[config.mk]
export PLATFORM = sky130hd
export DESIGN_NAME = heap_sort_engine_top
export DESIGN_NICKNAME = d
export VERILOG_FILES = /design/src/design/hse_pkg.sv /design/src/design/hse_ram.sv /design/src/design/hse_dp.sv /design/src/design/hse_ctrl.sv /design/src/design/heap_sort_engine_top.sv
export SDC_FILE = /design/constraint.sdc
export NUM_CORES = 1
export LEC_CHECK = 0
export ABC_AREA = 1
export BUFFER_PORTS_ARGS = -buffer_cell sky130_fd_sc_hd__buf_2
export CELL_PAD_IN_SITES_DETAIL_PLACEMENT = 1
export CELL_PAD_IN_SITES_GLOBAL_PLACEMENT = 1
export CORE_MARGIN = 2
export CORE_UTILIZATION = 45
export CTS_CLUSTER_SIZE = 40
export DETAILED_ROUTE_END_ITERATION = 8
export PLACE_DENSITY_LB_ADDON = 0.1
export SLEW_MARGIN = 40
export SYNTH_ARGS = -nofsm -noshare
export SYNTH_HDL_FRONTEND = slang
export SYNTH_HIERARCHICAL = 1
export SYNTH_SLANG_ARGS = --single-unit
[constraint.sdc]
create_clock -name clk -period 4.8 [get_ports clk]
set_input_delay 0.72 -clock clk [delete_from_list [all_inputs] [get_ports clk]]
set_output_delay 0.72 -clock clk [all_outputs]
set_load 0.02 [all_outputs]
[src/design/hse_pkg.sv]
// shared types and constants of the heap sort engine
package hse_pkg;

  localparam int unsigned DATA_W = 32;

  typedef enum logic [3:0] {
    ST_COLLECT,
    ST_BUILD,
    ST_SIFT_GET,
    ST_SIFT_LC,
    ST_SIFT_CL,
    ST_SIFT_CR,
    ST_SIFT_SWAP,
    ST_EXTRACT,
    ST_X_GET,
    ST_X_WR,
    ST_EMIT_RD,
    ST_EMIT_LD,
    ST_EMIT_WAIT
  } hse_state_t;

  typedef enum logic [3:0] {
    CMD_NONE,
    CMD_STORE,
    CMD_BUILD_NEXT,
    CMD_SIFT_GET,
    CMD_RD_LC,
    CMD_CMP_L,
    CMD_CMP_R,
    CMD_MOVE,
    CMD_PUT,
    CMD_START_X,
    CMD_RD_ROOT,
    CMD_HOLD_ROOT,
    CMD_SWAP_END,
    CMD_EMIT_START,
    CMD_RD_IDX,
    CMD_LOAD_OUT
  } hse_cmd_t;

  typedef struct packed {
    logic k_zero;
    logic k_gt1;
    logic lc_in;
    logic rc_in;
    logic big_is_node;
    logic out_last;
  } hse_status_t;

  typedef struct packed {
    hse_cmd_t cmd;
    logic     next_idx;
    logic     clear;
  } hse_ctrl_t;

endpackage

[src/design/hse_ram.sv]
// generic single write port ram with registered read
module hse_ram #(
  parameter int unsigned WIDTH = 32,
  parameter int unsigned DEPTH = 16
) (
  input  logic                     clk,
  input  logic                     we,
  input  logic [$clog2(DEPTH)-1:0] waddr,
  input  logic [WIDTH-1:0]         wdata,
  input  logic [$clog2(DEPTH)-1:0] raddr,
  output logic [WIDTH-1:0]         rdata
);

  logic [WIDTH-1:0] mem [DEPTH];

  always_ff @(posedge clk) begin
    if (we) begin
      mem[waddr] <= wdata;
    end
    rdata <= mem[raddr];
  end

endmodule

[src/design/hse_dp.sv]
// datapath: element store, heap indexes, sift registers and output word
module hse_dp #(
  parameter int unsigned DEPTH = 16
) (
  input  logic                            clk,
  input  logic                            rst_n,
  input  hse_pkg::hse_ctrl_t              ctrl,
  input  logic signed [hse_pkg::DATA_W-1:0] in_value,
  input  logic                            in_is_last,
  output hse_pkg::hse_status_t            status,
  output logic signed [hse_pkg::DATA_W-1:0] out_sorted_value,
  output logic                            out_last_out
);

  localparam int unsigned IW = $clog2(DEPTH);
  localparam int unsigned CW = $clog2(DEPTH + 1);
  localparam int unsigned LW = IW + 2;

  logic [CW-1:0] cnt_r, cnt_nxt;
  logic [CW-1:0] len_r, len_nxt;
  logic [CW-1:0] k_r, k_nxt;
  logic [IW-1:0] node_r, node_nxt;
  logic [IW-1:0] big_idx_r, big_idx_nxt;
  logic [IW-1:0] idx_r, idx_nxt;
  logic signed [hse_pkg::DATA_W-1:0] cur_val_r, cur_val_nxt;
  logic signed [hse_pkg::DATA_W-1:0] big_val_r, big_val_nxt;
  logic signed [hse_pkg::DATA_W-1:0] out_val_r, out_val_nxt;
  logic out_last_r, out_last_nxt;

  logic                      we;
  logic [IW-1:0]             waddr;
  logic [hse_pkg::DATA_W-1:0] wdata;
  logic [IW-1:0]             raddr;
  logic [hse_pkg::DATA_W-1:0] rdata;
  logic signed [hse_pkg::DATA_W-1:0] rval;

  logic [LW-1:0] lc_w, rc_w, len_w;
  logic [CW-1:0] km1, cnt_new;
  logic          cnt_full;

  hse_ram #(.WIDTH(hse_pkg::DATA_W), .DEPTH(DEPTH)) u_ram (
    .clk   (clk),
    .we    (we),
    .waddr (waddr),
    .wdata (wdata),
    .raddr (raddr),
    .rdata (rdata)
  );

  assign rval     = $signed(rdata);
  assign lc_w     = {1'b0, node_r, 1'b1};
  assign rc_w     = lc_w + LW'(1);
  assign len_w    = LW'(len_r);
  assign km1      = k_r - CW'(1);
  assign cnt_full = (cnt_r == CW'(DEPTH));
  assign cnt_new  = cnt_full ? cnt_r : cnt_r + CW'(1);

  assign status.k_zero      = (k_r == '0);
  assign status.k_gt1       = (k_r > CW'(1));
  assign status.lc_in       = (lc_w < len_w);
  assign status.rc_in       = (rc_w < len_w);
  assign status.big_is_node = (big_idx_r == node_r);
  assign status.out_last    = out_last_r;

  assign out_sorted_value = out_val_r;
  assign out_last_out     = out_last_r;

  always_comb begin
    cnt_nxt      = cnt_r;
    len_nxt      = len_r;
    k_nxt        = k_r;
    node_nxt     = node_r;
    big_idx_nxt  = big_idx_r;
    idx_nxt      = idx_r;
    cur_val_nxt  = cur_val_r;
    big_val_nxt  = big_val_r;
    out_val_nxt  = out_val_r;
    out_last_nxt = out_last_r;
    we           = 1'b0;
    waddr        = '0;
    wdata        = cur_val_r;
    raddr        = '0;
    case (ctrl.cmd)
      hse_pkg::CMD_STORE: begin
        we      = !cnt_full;
        waddr   = cnt_r[IW-1:0];
        wdata   = in_value;
        cnt_nxt = cnt_new;
        if (in_is_last) begin
          len_nxt = cnt_new;
          k_nxt   = cnt_new >> 1;
        end
      end
      hse_pkg::CMD_BUILD_NEXT: begin
        raddr    = km1[IW-1:0];
        node_nxt = km1[IW-1:0];
        k_nxt    = km1;
      end
      hse_pkg::CMD_SIFT_GET: begin
        cur_val_nxt = rval;
        big_val_nxt = rval;
        big_idx_nxt = node_r;
      end
      hse_pkg::CMD_RD_LC: begin
        raddr = lc_w[IW-1:0];
      end
      hse_pkg::CMD_CMP_L: begin
        raddr = rc_w[IW-1:0];
        if (rval > big_val_r) begin
          big_val_nxt = rval;
          big_idx_nxt = lc_w[IW-1:0];
        end
      end
      hse_pkg::CMD_CMP_R: begin
        if (rval > big_val_r) begin
          big_val_nxt = rval;
          big_idx_nxt = rc_w[IW-1:0];
        end
      end
      hse_pkg::CMD_MOVE: begin
        we          = 1'b1;
        waddr       = node_r;
        wdata       = big_val_r;
        node_nxt    = big_idx_r;
        big_val_nxt = cur_val_r;
      end
      hse_pkg::CMD_PUT: begin
        we    = 1'b1;
        waddr = node_r;
        wdata = cur_val_r;
      end
      hse_pkg::CMD_START_X: begin
        k_nxt = len_r;
      end
      hse_pkg::CMD_RD_ROOT: begin
        raddr = '0;
      end
      hse_pkg::CMD_HOLD_ROOT: begin
        big_val_nxt = rval;
        raddr       = km1[IW-1:0];
      end
      hse_pkg::CMD_SWAP_END: begin
        we          = 1'b1;
        waddr       = km1[IW-1:0];
        wdata       = big_val_r;
        cur_val_nxt = rval;
        big_val_nxt = rval;
        node_nxt    = '0;
        big_idx_nxt = '0;
        k_nxt       = km1;
        len_nxt     = km1;
      end
      hse_pkg::CMD_EMIT_START: begin
        idx_nxt = '0;
      end
      hse_pkg::CMD_RD_IDX: begin
        raddr = idx_r;
      end
      hse_pkg::CMD_LOAD_OUT: begin
        out_val_nxt  = rval;
        out_last_nxt = ((CW'(idx_r) + CW'(1)) == cnt_r);
      end
      default: begin
      end
    endcase
    if (ctrl.next_idx) begin
      idx_nxt = idx_r + IW'(1);
    end
    if (ctrl.clear) begin
      cnt_nxt = '0;
    end
  end

  always_ff @(posedge clk) begin
    if (!rst_n) begin
      cnt_r      <= '0;
      len_r      <= '0;
      k_r        <= '0;
      node_r     <= '0;
      big_idx_r  <= '0;
      idx_r      <= '0;
      out_last_r <= 1'b0;
    end else begin
      cnt_r      <= cnt_nxt;
      len_r      <= len_nxt;
      k_r        <= k_nxt;
      node_r     <= node_nxt;
      big_idx_r  <= big_idx_nxt;
      idx_r      <= idx_nxt;
      out_last_r <= out_last_nxt;
    end
  end

  always_ff @(posedge clk) begin
    cur_val_r <= cur_val_nxt;
    big_val_r <= big_val_nxt;
    out_val_r <= out_val_nxt;
  end

  a_cnt_bound: assert property (@(posedge clk) disable iff (!rst_n)
    cnt_r <= CW'(DEPTH))
    else $error("element count above depth");

  a_put_in_heap: assert property (@(posedge clk) disable iff (!rst_n)
    (ctrl.cmd == hse_pkg::CMD_PUT) |-> (CW'(node_r) < len_r))
    else $error("sift writes outside heap");

  a_emit_in_set: assert property (@(posedge clk) disable iff (!rst_n)
    (ctrl.cmd == hse_pkg::CMD_LOAD_OUT) |-> (CW'(idx_r) < cnt_r))
    else $error("emit index past set");

endmodule

[src/design/hse_ctrl.sv]
// controller: collect, heap build, extract and emit sequencing
module hse_ctrl (
  input  logic                 clk,
  input  logic                 rst_n,
  input  logic                 in_valid,
  input  logic                 in_is_last,
  output logic                 in_ready,
  output logic                 out_valid,
  input  logic                 out_ready,
  input  hse_pkg::hse_status_t status,
  output hse_pkg::hse_ctrl_t   ctrl
);

  hse_pkg::hse_state_t state_r, state_nxt;
  hse_pkg::hse_state_t ret_state;
  logic ret_build_r, ret_build_nxt;

  assign ret_state = ret_build_r ? hse_pkg::ST_BUILD : hse_pkg::ST_EXTRACT;

  always_comb begin
    state_nxt     = state_r;
    ret_build_nxt = ret_build_r;
    case (state_r)
      hse_pkg::ST_COLLECT: begin
        if (in_valid && in_is_last) begin
          state_nxt     = hse_pkg::ST_BUILD;
          ret_build_nxt = 1'b1;
        end
      end
      hse_pkg::ST_BUILD: begin
        if (status.k_zero) begin
          state_nxt     = hse_pkg::ST_EXTRACT;
          ret_build_nxt = 1'b0;
        end else begin
          state_nxt = hse_pkg::ST_SIFT_GET;
        end
      end
      hse_pkg::ST_SIFT_GET:  state_nxt = hse_pkg::ST_SIFT_LC;
      hse_pkg::ST_SIFT_LC: begin
        state_nxt = status.lc_in ? hse_pkg::ST_SIFT_CL : ret_state;
      end
      hse_pkg::ST_SIFT_CL: begin
        state_nxt = status.rc_in ? hse_pkg::ST_SIFT_CR : hse_pkg::ST_SIFT_SWAP;
      end
      hse_pkg::ST_SIFT_CR:   state_nxt = hse_pkg::ST_SIFT_SWAP;
      hse_pkg::ST_SIFT_SWAP: begin
        state_nxt = status.big_is_node ? ret_state : hse_pkg::ST_SIFT_LC;
      end
      hse_pkg::ST_EXTRACT: begin
        state_nxt = status.k_gt1 ? hse_pkg::ST_X_GET : hse_pkg::ST_EMIT_RD;
      end
      hse_pkg::ST_X_GET:     state_nxt = hse_pkg::ST_X_WR;
      hse_pkg::ST_X_WR:      state_nxt = hse_pkg::ST_SIFT_LC;
      hse_pkg::ST_EMIT_RD:   state_nxt = hse_pkg::ST_EMIT_LD;
      hse_pkg::ST_EMIT_LD:   state_nxt = hse_pkg::ST_EMIT_WAIT;
      hse_pkg::ST_EMIT_WAIT: begin
        if (out_ready) begin
          state_nxt = status.out_last ? hse_pkg::ST_COLLECT : hse_pkg::ST_EMIT_RD;
        end
      end
      default: state_nxt = hse_pkg::ST_COLLECT;
    endcase
  end

  always_comb begin
    in_ready      = 1'b0;
    out_valid     = 1'b0;
    ctrl.cmd      = hse_pkg::CMD_NONE;
    ctrl.next_idx = 1'b0;
    ctrl.clear    = 1'b0;
    case (state_r)
      hse_pkg::ST_COLLECT: begin
        in_ready = 1'b1;
        if (in_valid) begin
          ctrl.cmd = hse_pkg::CMD_STORE;
        end
      end
      hse_pkg::ST_BUILD: begin
        ctrl.cmd = status.k_zero ? hse_pkg::CMD_START_X : hse_pkg::CMD_BUILD_NEXT;
      end
      hse_pkg::ST_SIFT_GET: ctrl.cmd = hse_pkg::CMD_SIFT_GET;
      hse_pkg::ST_SIFT_LC: begin
        ctrl.cmd = status.lc_in ? hse_pkg::CMD_RD_LC : hse_pkg::CMD_PUT;
      end
      hse_pkg::ST_SIFT_CL: ctrl.cmd = hse_pkg::CMD_CMP_L;
      hse_pkg::ST_SIFT_CR: ctrl.cmd = hse_pkg::CMD_CMP_R;
      hse_pkg::ST_SIFT_SWAP: begin
        ctrl.cmd = status.big_is_node ? hse_pkg::CMD_PUT : hse_pkg::CMD_MOVE;
      end
      hse_pkg::ST_EXTRACT: begin
        ctrl.cmd = status.k_gt1 ? hse_pkg::CMD_RD_ROOT : hse_pkg::CMD_EMIT_START;
      end
      hse_pkg::ST_X_GET:   ctrl.cmd = hse_pkg::CMD_HOLD_ROOT;
      hse_pkg::ST_X_WR:    ctrl.cmd = hse_pkg::CMD_SWAP_END;
      hse_pkg::ST_EMIT_RD: ctrl.cmd = hse_pkg::CMD_RD_IDX;
      hse_pkg::ST_EMIT_LD: ctrl.cmd = hse_pkg::CMD_LOAD_OUT;
      hse_pkg::ST_EMIT_WAIT: begin
        out_valid = 1'b1;
        if (out_ready) begin
          ctrl.next_idx = !status.out_last;
          ctrl.clear    = status.out_last;
        end
      end
      default: begin
      end
    endcase
  end

  always_ff @(posedge clk) begin
    if (!rst_n) begin
      state_r     <= hse_pkg::ST_COLLECT;
      ret_build_r <= 1'b0;
    end else begin
      state_r     <= state_nxt;
      ret_build_r <= ret_build_nxt;
    end
  end

  a_one_side: assert property (@(posedge clk) disable iff (!rst_n)
    !(in_ready && out_valid))
    else $error("input and output open together");

  a_emit_next: assert property (@(posedge clk) disable iff (!rst_n)
    (out_valid && out_ready && !status.out_last) |=> (state_r == hse_pkg::ST_EMIT_RD))
    else $error("emit did not advance");

  a_emit_done: assert property (@(posedge clk) disable iff (!rst_n)
    (out_valid && out_ready && status.out_last) |=> in_ready)
    else $error("set end did not reopen input");

endmodule

[src/design/heap_sort_engine_top.sv]
// heap sort engine top level: signed 32-bit set sorter
//
// input words (in_value, in_is_last) are taken one per cycle while the block
// is collecting; words beyond DEPTH are dropped. the word with in_is_last set
// closes the set and starts an in-place heapsort in one single-port-read ram.
// heap build and each root extraction sift through the ram level by level
// (child reads, compare, move); each extraction first swaps the root with
// the last heap entry. the single ram read port serialises the child reads.
// the sorted words then leave in ascending order, one at a time, the final
// one with out_last_out. input is closed (in_ready low) from the closing word
// until the last sorted word is taken. a stalled receiver simply holds the
// output word; nothing is lost. reset empties the set and returns to
// collecting; the ram needs no clearing since values read from unwritten
// entries are never used.
module heap_sort_engine_top #(
  parameter int unsigned DEPTH = 16
) (
  input  logic                              clk,
  input  logic                              rst_n,
  input  logic                              in_valid,
  output logic                              in_ready,
  input  logic signed [hse_pkg::DATA_W-1:0] in_value,
  input  logic                              in_is_last,
  output logic                              out_valid,
  input  logic                              out_ready,
  output logic signed [hse_pkg::DATA_W-1:0] out_sorted_value,
  output logic                              out_last_out
);

  hse_pkg::hse_ctrl_t   ctrl;
  hse_pkg::hse_status_t status;

  hse_ctrl u_ctrl (
    .clk        (clk),
    .rst_n      (rst_n),
    .in_valid   (in_valid),
    .in_is_last (in_is_last),
    .in_ready   (in_ready),
    .out_valid  (out_valid),
    .out_ready  (out_ready),
    .status     (status),
    .ctrl       (ctrl)
  );

  hse_dp #(.DEPTH(DEPTH)) u_dp (
    .clk              (clk),
    .rst_n            (rst_n),
    .ctrl             (ctrl),
    .in_value         (in_value),
    .in_is_last       (in_is_last),
    .status           (status),
    .out_sorted_value (out_sorted_value),
    .out_last_out     (out_last_out)
  );

endmodule
Word level (Yosys, flattened, before mapping)
Memories as Yosys holds them, arrays and structs flattened. A register that Yosys moved wholly into a read port is not among the register bits. Cells that the tools add are included.

Reduce and logical (&&, ||, !) cells: 28. Equal/unequal tests: 36. Magnitude comparators: 4. Bitwise gates (word level): 1. $add $sub $neg: 5. Multiplexer cells: 42.

Operators by type and width (count): $pmux W32 S3 (1); $pmux W4 S12 (2); $pmux W32 S2 (1); $eq A4 B4 Y1 const B (12); $mux W4 (12); $eq A4 B3 Y1 const B (8); $gt A32 B32 Y1 (1); $mux W32 (1); $pmux W4 S4 (2); $pmux W4 S3 (2); $eq A4 B2 Y1 const B (4); $reduce_or A2 Y1 (8); $mux W5 (3); $pmux W5 S3 (1); $ne A2 B1 Y1 const B (5); $pmux W5 S2 (1); $mux W3 (3); $reduce_bool A3 Y1 (3); $eq A4 B1 Y1 const B (2); $mux W2 (4); $reduce_and A2 Y1 (4); $mux W1 (7); $add A5 B1 Y6 const B (1); $lt A6 B5 Y1 (1); 20 further kinds (27).

Memories kept: 1. Logic and storage cells: 129. Output and inout bits: 35. Flip-flop bits (word level): 129. Memory bits (writable): 512.

Memories: u_dp.u_ram.mem (depth 16, bits a word 32, rd ports 1, clocked after memory_dff 1, wr ports 1, RTL line hse_ram.sv:14) `logic [WIDTH-1:0] mem [DEPTH];`.

Logic depth before layout (Yosys ltp)
Depth in word-level cells: 8. Depth in mapped cells: 23. Gate-level depth less buffers: 21.

Cells and area by module
The synthesis kept the hierarchy.

Modules (own cells, without submodules): hse_ram (seq. area each 16015.4 sq um, cells each 2120, area each 22730.6 sq um, times used 1); hse_dp (seq. area each 3443.3 sq um, cells each 732, area each 6800.3 sq um, times used 1); hse_ctrl (seq. area each 100.1 sq um, cells each 115, area each 601.8 sq um, times used 1).

Least setup slack after synthesis
No wires, ideal clock.

Kind: register to register. From: register u_dp.node_r[0]. To: memory u_dp.u_ram.mem[12][0], enable pin. Setup slack: 0.277 ns. Required time: 4.379 ns. Cell stages (with the launch flop): 14. Buffers on the path: 1. Period minus slack after synthesis: 4.523 ns. Arrival time: 4.102 ns. Cell sequence: dfxtp_1 -> clkbuf_1 -> or2_2 -> a221oi_1 -> nor3_1 -> nor3_1 -> nand4_1 -> nor2_2 -> clkinv_2 -> nor2_8 -> inv_1 -> o221ai_1 -> nand3_1 -> nor2_1.

RTL lines: start, declared (RTL line hse_dp.sv:22) `logic [IW-1:0] node_r, node_nxt;`; start signal, assigned (RTL line hse_dp.sv:187) `node_r <= node_nxt;`; end, declared (RTL line hse_ram.sv:14).

==> impl_metrics.toml <==
[clock_network]
number_of_cts_inserted_buffers = 75
tritoncts = "done"
clock_sinks = 673
worstSkewPairLatency_ns = 0.63
htree_num_levels = 3
clock_edge_transition_at_the_registers_on_the_reported_setup_and_hold_paths_ns = 0.06
clk_root_buffer_cell = "sky130_fd_sc_hd__clkbuf_16"
clock_tree.buffer_depth = 3

[power_and_ir_drop]
seq_power_share_pct = 35.2
cell_internal_pwr_mw = 15.98
worst_vdd_drop_v = 0.0004318
power_density_nw_per_um2 = 811.9
combinationalPowerShare_pct = 44.7
total_leakage_power_nw = 14.64
switching_pwr_mw = 12.01
p_clk_share_pct = 20.1
overall_power_mw = 27.98
power_switching_share_pct = 42.90

[setup_path]
critical_path.startpoint_type = "register"
cp_slowest_stage_delay_ns = 0.52
critical-path-slowest-cell = "sky130_fd_sc_hd__o221ai_1"
critical_path_arrival_ns = 4.72
path_common_cell = "sky130_fd_sc_hd__nor3_1"
worstSetupPathType = "register to register"
worst-endpoint-required_ns = 5.09
critical_path.max_fanout = 32
kind_of_end_point_of_the_critical_path = "register"
worstPathCellList = "or2_2 > a221oi_2 > nor3_1 > nor3_1 > nand4_1 > nor2_2 > clkinv_2 > nor2_8 > inv_1 > o221ai_1 > nand3b_1 > nor2_4 > buf_12"
cp_top_family = "simple AND/OR/NAND/NOR gates"
timing.critical_path.buf_inv = 3

[yosys]
post-synth-top-area-cell = "sky130_fd_sc_hd__edfxtp_1"
ys.flop_type = "sky130_fd_sc_hd__edfxtp_1"
synth_edf_count = 608
synth_common_cells = "sky130_fd_sc_hd__nand2_1 (904), sky130_fd_sc_hd__edfxtp_1 (608), sky130_fd_sc_hd__inv_1 (486), sky130_fd_sc_hd__nand3_1 (408), sky130_fd_sc_hd__nor2_1 (73)"
syn-cell-area_sq_um = 30130
synth.area.top_cells = "sky130_fd_sc_hd__edfxtp_1 (61%), sky130_fd_sc_hd__nand2_1 (11%), sky130_fd_sc_hd__nand3_1 (6.8%)"
yosys_warnings = 6
number_of_synthesized_register_bits = 673
synth.distinct_cells = 49
synthesis.instances = 2967
synth-seq-area-share_pct = 64.91
postSynthAreaPerCell_sq_um = 10.16
yosysTopAreaCellShare_pct = 60.59
post-synth-top-count-cell = "sky130_fd_sc_hd__nand2_1"
synth_async_sr_flop_share_pct = 0
syn-num-nets = 3051

[routing]
drtAntennaViolNets = 0
drtIter0Drc = 1790
dr.pass1.iters = 5
routedWlPerCell_um = 22.03
drc_errors = 0
via_per_inst = 5.323
vias = 21347
detail_route.wirelength_mm = 88.35

[layout]
drive_gt1_share_pct = 11.41
fin_nets = 3169
num_antenna_cells = 0
synthToLayoutAreaGrowth_pct = 14.38
design_area_sq_um = 34470

[grt]
first_global_vias = 22281
grt_util_all_layers_pct = 25.46
grt.overflow.total = 0
grt_pass1_wl_mm = 133.8
number_of_antenna_violations_at_the_first_check_in_global_routing = 5
grt_start_max_net_pins = 174

[sta]
final_min_period_over_clock_period_pct = 92.25
grt_setup_unrepaired = "no"
final.min_clock_period_ns = 4.428
setup_violations = 0
tightest_slew_margin_relative_to_the_limit_pct = 48.59
clock.fmax_mhz = 225.8
final-hold-violation-count = 0
final.setup_skew_ns = 0.02565
final_max_slew_viol_count = 0
setup_total_negative_slack_ns = 0
worstMarginPinSlew_ns = 0.7693

[run_status]
result_of_the_run = "complete, no violations"

[flow_run]
max-cap-violations = 0

[die]
die_area_sq_um = 69050
die_h_um = 262.8
start_util_pct = 45.67
boundary_pins = 72
rows = 94
placeableCoreArea_sq_um = 65980
die-width_um = 262.8

[worst_hold_path]
hold_class = "input port to register"

[placement]
post-dp-hpwl_mm = 53.92
port_buffer_count = 71
gpl.final_weighted_congestion = 0.9101
dpl-instance-area_sq_um = 31960
-- what timing repair did --
item                                    4_1_cts  5_1_grt
hold buffers                                  0        0
endpoints found under the setup margin        0      139
setup buffers                                 0        4
gates resized for setup                       0        3
-- state kept, by name, indices dropped and copies added, names as in the netlist --
| register | count |
|---|---|
| u_ctrl/ret_build_r | 1 |
| u_ctrl/state_r | 4 |
| u_dp/big_idx_r | 4 |
| u_dp/big_val_r | 32 |
| u_dp/cnt_r | 5 |
| u_dp/cur_val_r | 32 |
| u_dp/idx_r | 4 |
| u_dp/k_r | 5 |
| u_dp/len_r | 5 |
| u_dp/node_r | 4 |
| u_dp/out_last_out | 1 |
| u_dp/out_sorted_value | 32 |
| u_dp/u_ram/mem | 512 |
| u_dp/u_ram/rdata | 32 |
-- area by class of cell --
type,instances,area (sq um)
Clock buffer,109,2148
Timing Repair Buffer,168,1449
Inverter,508,1926
Clock inverter,29,250.2
Fill cell,7204,31520
Tap cell,864,1081
Sequential cell,673,19560
Multi-Input combinational cell,1659,8053
-- path summary, 6_finish.rpt --
path	from	to	slack (ns)	cells after the start
min reg2reg	u_dp/u_ram/rdata[0]	u_dp/cur_val_r[0]	0.49	0
min	in_valid	u_ctrl/ret_build_r	0.39	3
max	u_dp/node_r[0]	u_dp/u_ram/mem[11][19]	0.37	13
max reg2reg	u_dp/node_r[0]	u_dp/u_ram/mem[11][19]	0.37	13
-- per-stage QoR --
stage / utilization [%] / hold WS, ns / std cells / setup WS (ns)
after global routing: 52.24 / 0.4077 / 4010 / 0.06813
final: 52.24 / 0.3919 / 4010 / 0.3720
after CTS: 52.07 / 0.3630 / 4004 / 0.1648
after global placement: 48.39 / 0.4873 / 3864 / 0.3455
after detailed placement: 48.43 / 0.4779 / 3866 / 0.1479
after floorplan: - / 0.4256 / 2967 / 0.2767
-- cell usage in the layout (no fill, tap or decap), types with 3 or more instances in the layout --
master | Yosys | final
sky130_fd_sc_hd__a21oi_1 | 42 | 41
sky130_fd_sc_hd__a221oi_2 | 2 | 3
sky130_fd_sc_hd__a22oi_1 | 34 | 34
sky130_fd_sc_hd__a31oi_1 | 4 | 4
sky130_fd_sc_hd__buf_12 | 1 | 25
sky130_fd_sc_hd__buf_2 | 48 | 71
sky130_fd_sc_hd__buf_4 | 9 | 68
sky130_fd_sc_hd__bufinv_16 | 0 | 3
sky130_fd_sc_hd__clkbuf_1 | 26 | 23
sky130_fd_sc_hd__clkbuf_16 | 0 | 79
sky130_fd_sc_hd__clkbuf_8 | 0 | 8
sky130_fd_sc_hd__clkinv_1 | 2 | 10
sky130_fd_sc_hd__clkinv_2 | 1 | 14
sky130_fd_sc_hd__dfxtp_1 | 65 | 65
sky130_fd_sc_hd__edfxtp_1 | 608 | 608
sky130_fd_sc_hd__ha_1 | 47 | 47
sky130_fd_sc_hd__inv_1 | 486 | 484
sky130_fd_sc_hd__inv_2 | 14 | 14
sky130_fd_sc_hd__inv_4 | 5 | 5
sky130_fd_sc_hd__inv_6 | 0 | 3
sky130_fd_sc_hd__nand2_1 | 904 | 903
sky130_fd_sc_hd__nand2_2 | 4 | 5
sky130_fd_sc_hd__nand3_1 | 408 | 407
sky130_fd_sc_hd__nand4_1 | 7 | 7
sky130_fd_sc_hd__nor2_1 | 73 | 56
sky130_fd_sc_hd__nor2_2 | 10 | 9
sky130_fd_sc_hd__nor2_4 | 11 | 29
sky130_fd_sc_hd__nor3_1 | 6 | 6
sky130_fd_sc_hd__o21a_1 | 6 | 5
sky130_fd_sc_hd__o21ai_0 | 34 | 32
sky130_fd_sc_hd__o21ai_1 | 15 | 17
sky130_fd_sc_hd__o221ai_1 | 5 | 5
sky130_fd_sc_hd__o22ai_1 | 7 | 7
sky130_fd_sc_hd__xnor2_1 | 4 | 4
sky130_fd_sc_hd__xor2_1 | 12 | 12
-- per-layer routing --
metal	vias to the layer above	GRT usage, %	wire length, um
met5	-	0	0
met4	0	7.145	1726
met3	113	3.205	4795
met2	543	42.04	41940
met1	10747	35.46	39890
li1	9944	-	-
-- kinds of logic after synthesis --
group	count (synthesis)	synth area share, %
and+or+nand+nor	1432	20.22
AOI/OAI and AO/OA	164	3.409
DFF	673	64.91
buffers and inverters	635	9.044
xor gates and xnor gates	16	0.4650
adders and majority gates	47	1.952
-- worst min-delay path: stages --
cell,delay [ns]
sky130_fd_sc_hd__buf_2,0.11
sky130_fd_sc_hd__nand3_1,0.08
sky130_fd_sc_hd__a21oi_1,0.06
-- power by group through the flow --
stage / Combinational, mW / Sequential, mW / Clock (mW)
2_1_floorplan: 7.71 / 9.71 / 0
3_3_place_gp: 12.0 / 9.91 / 0
3_5_place_dp: 12.4 / 9.97 / 0
4_1_cts: 12.4 / 9.85 / 5.75
5_1_grt: 13.8 / 9.93 / 5.96
6_report: 12.5 / 9.86 / 5.62
No activity file was read; power rests on OpenSTA's default activity.
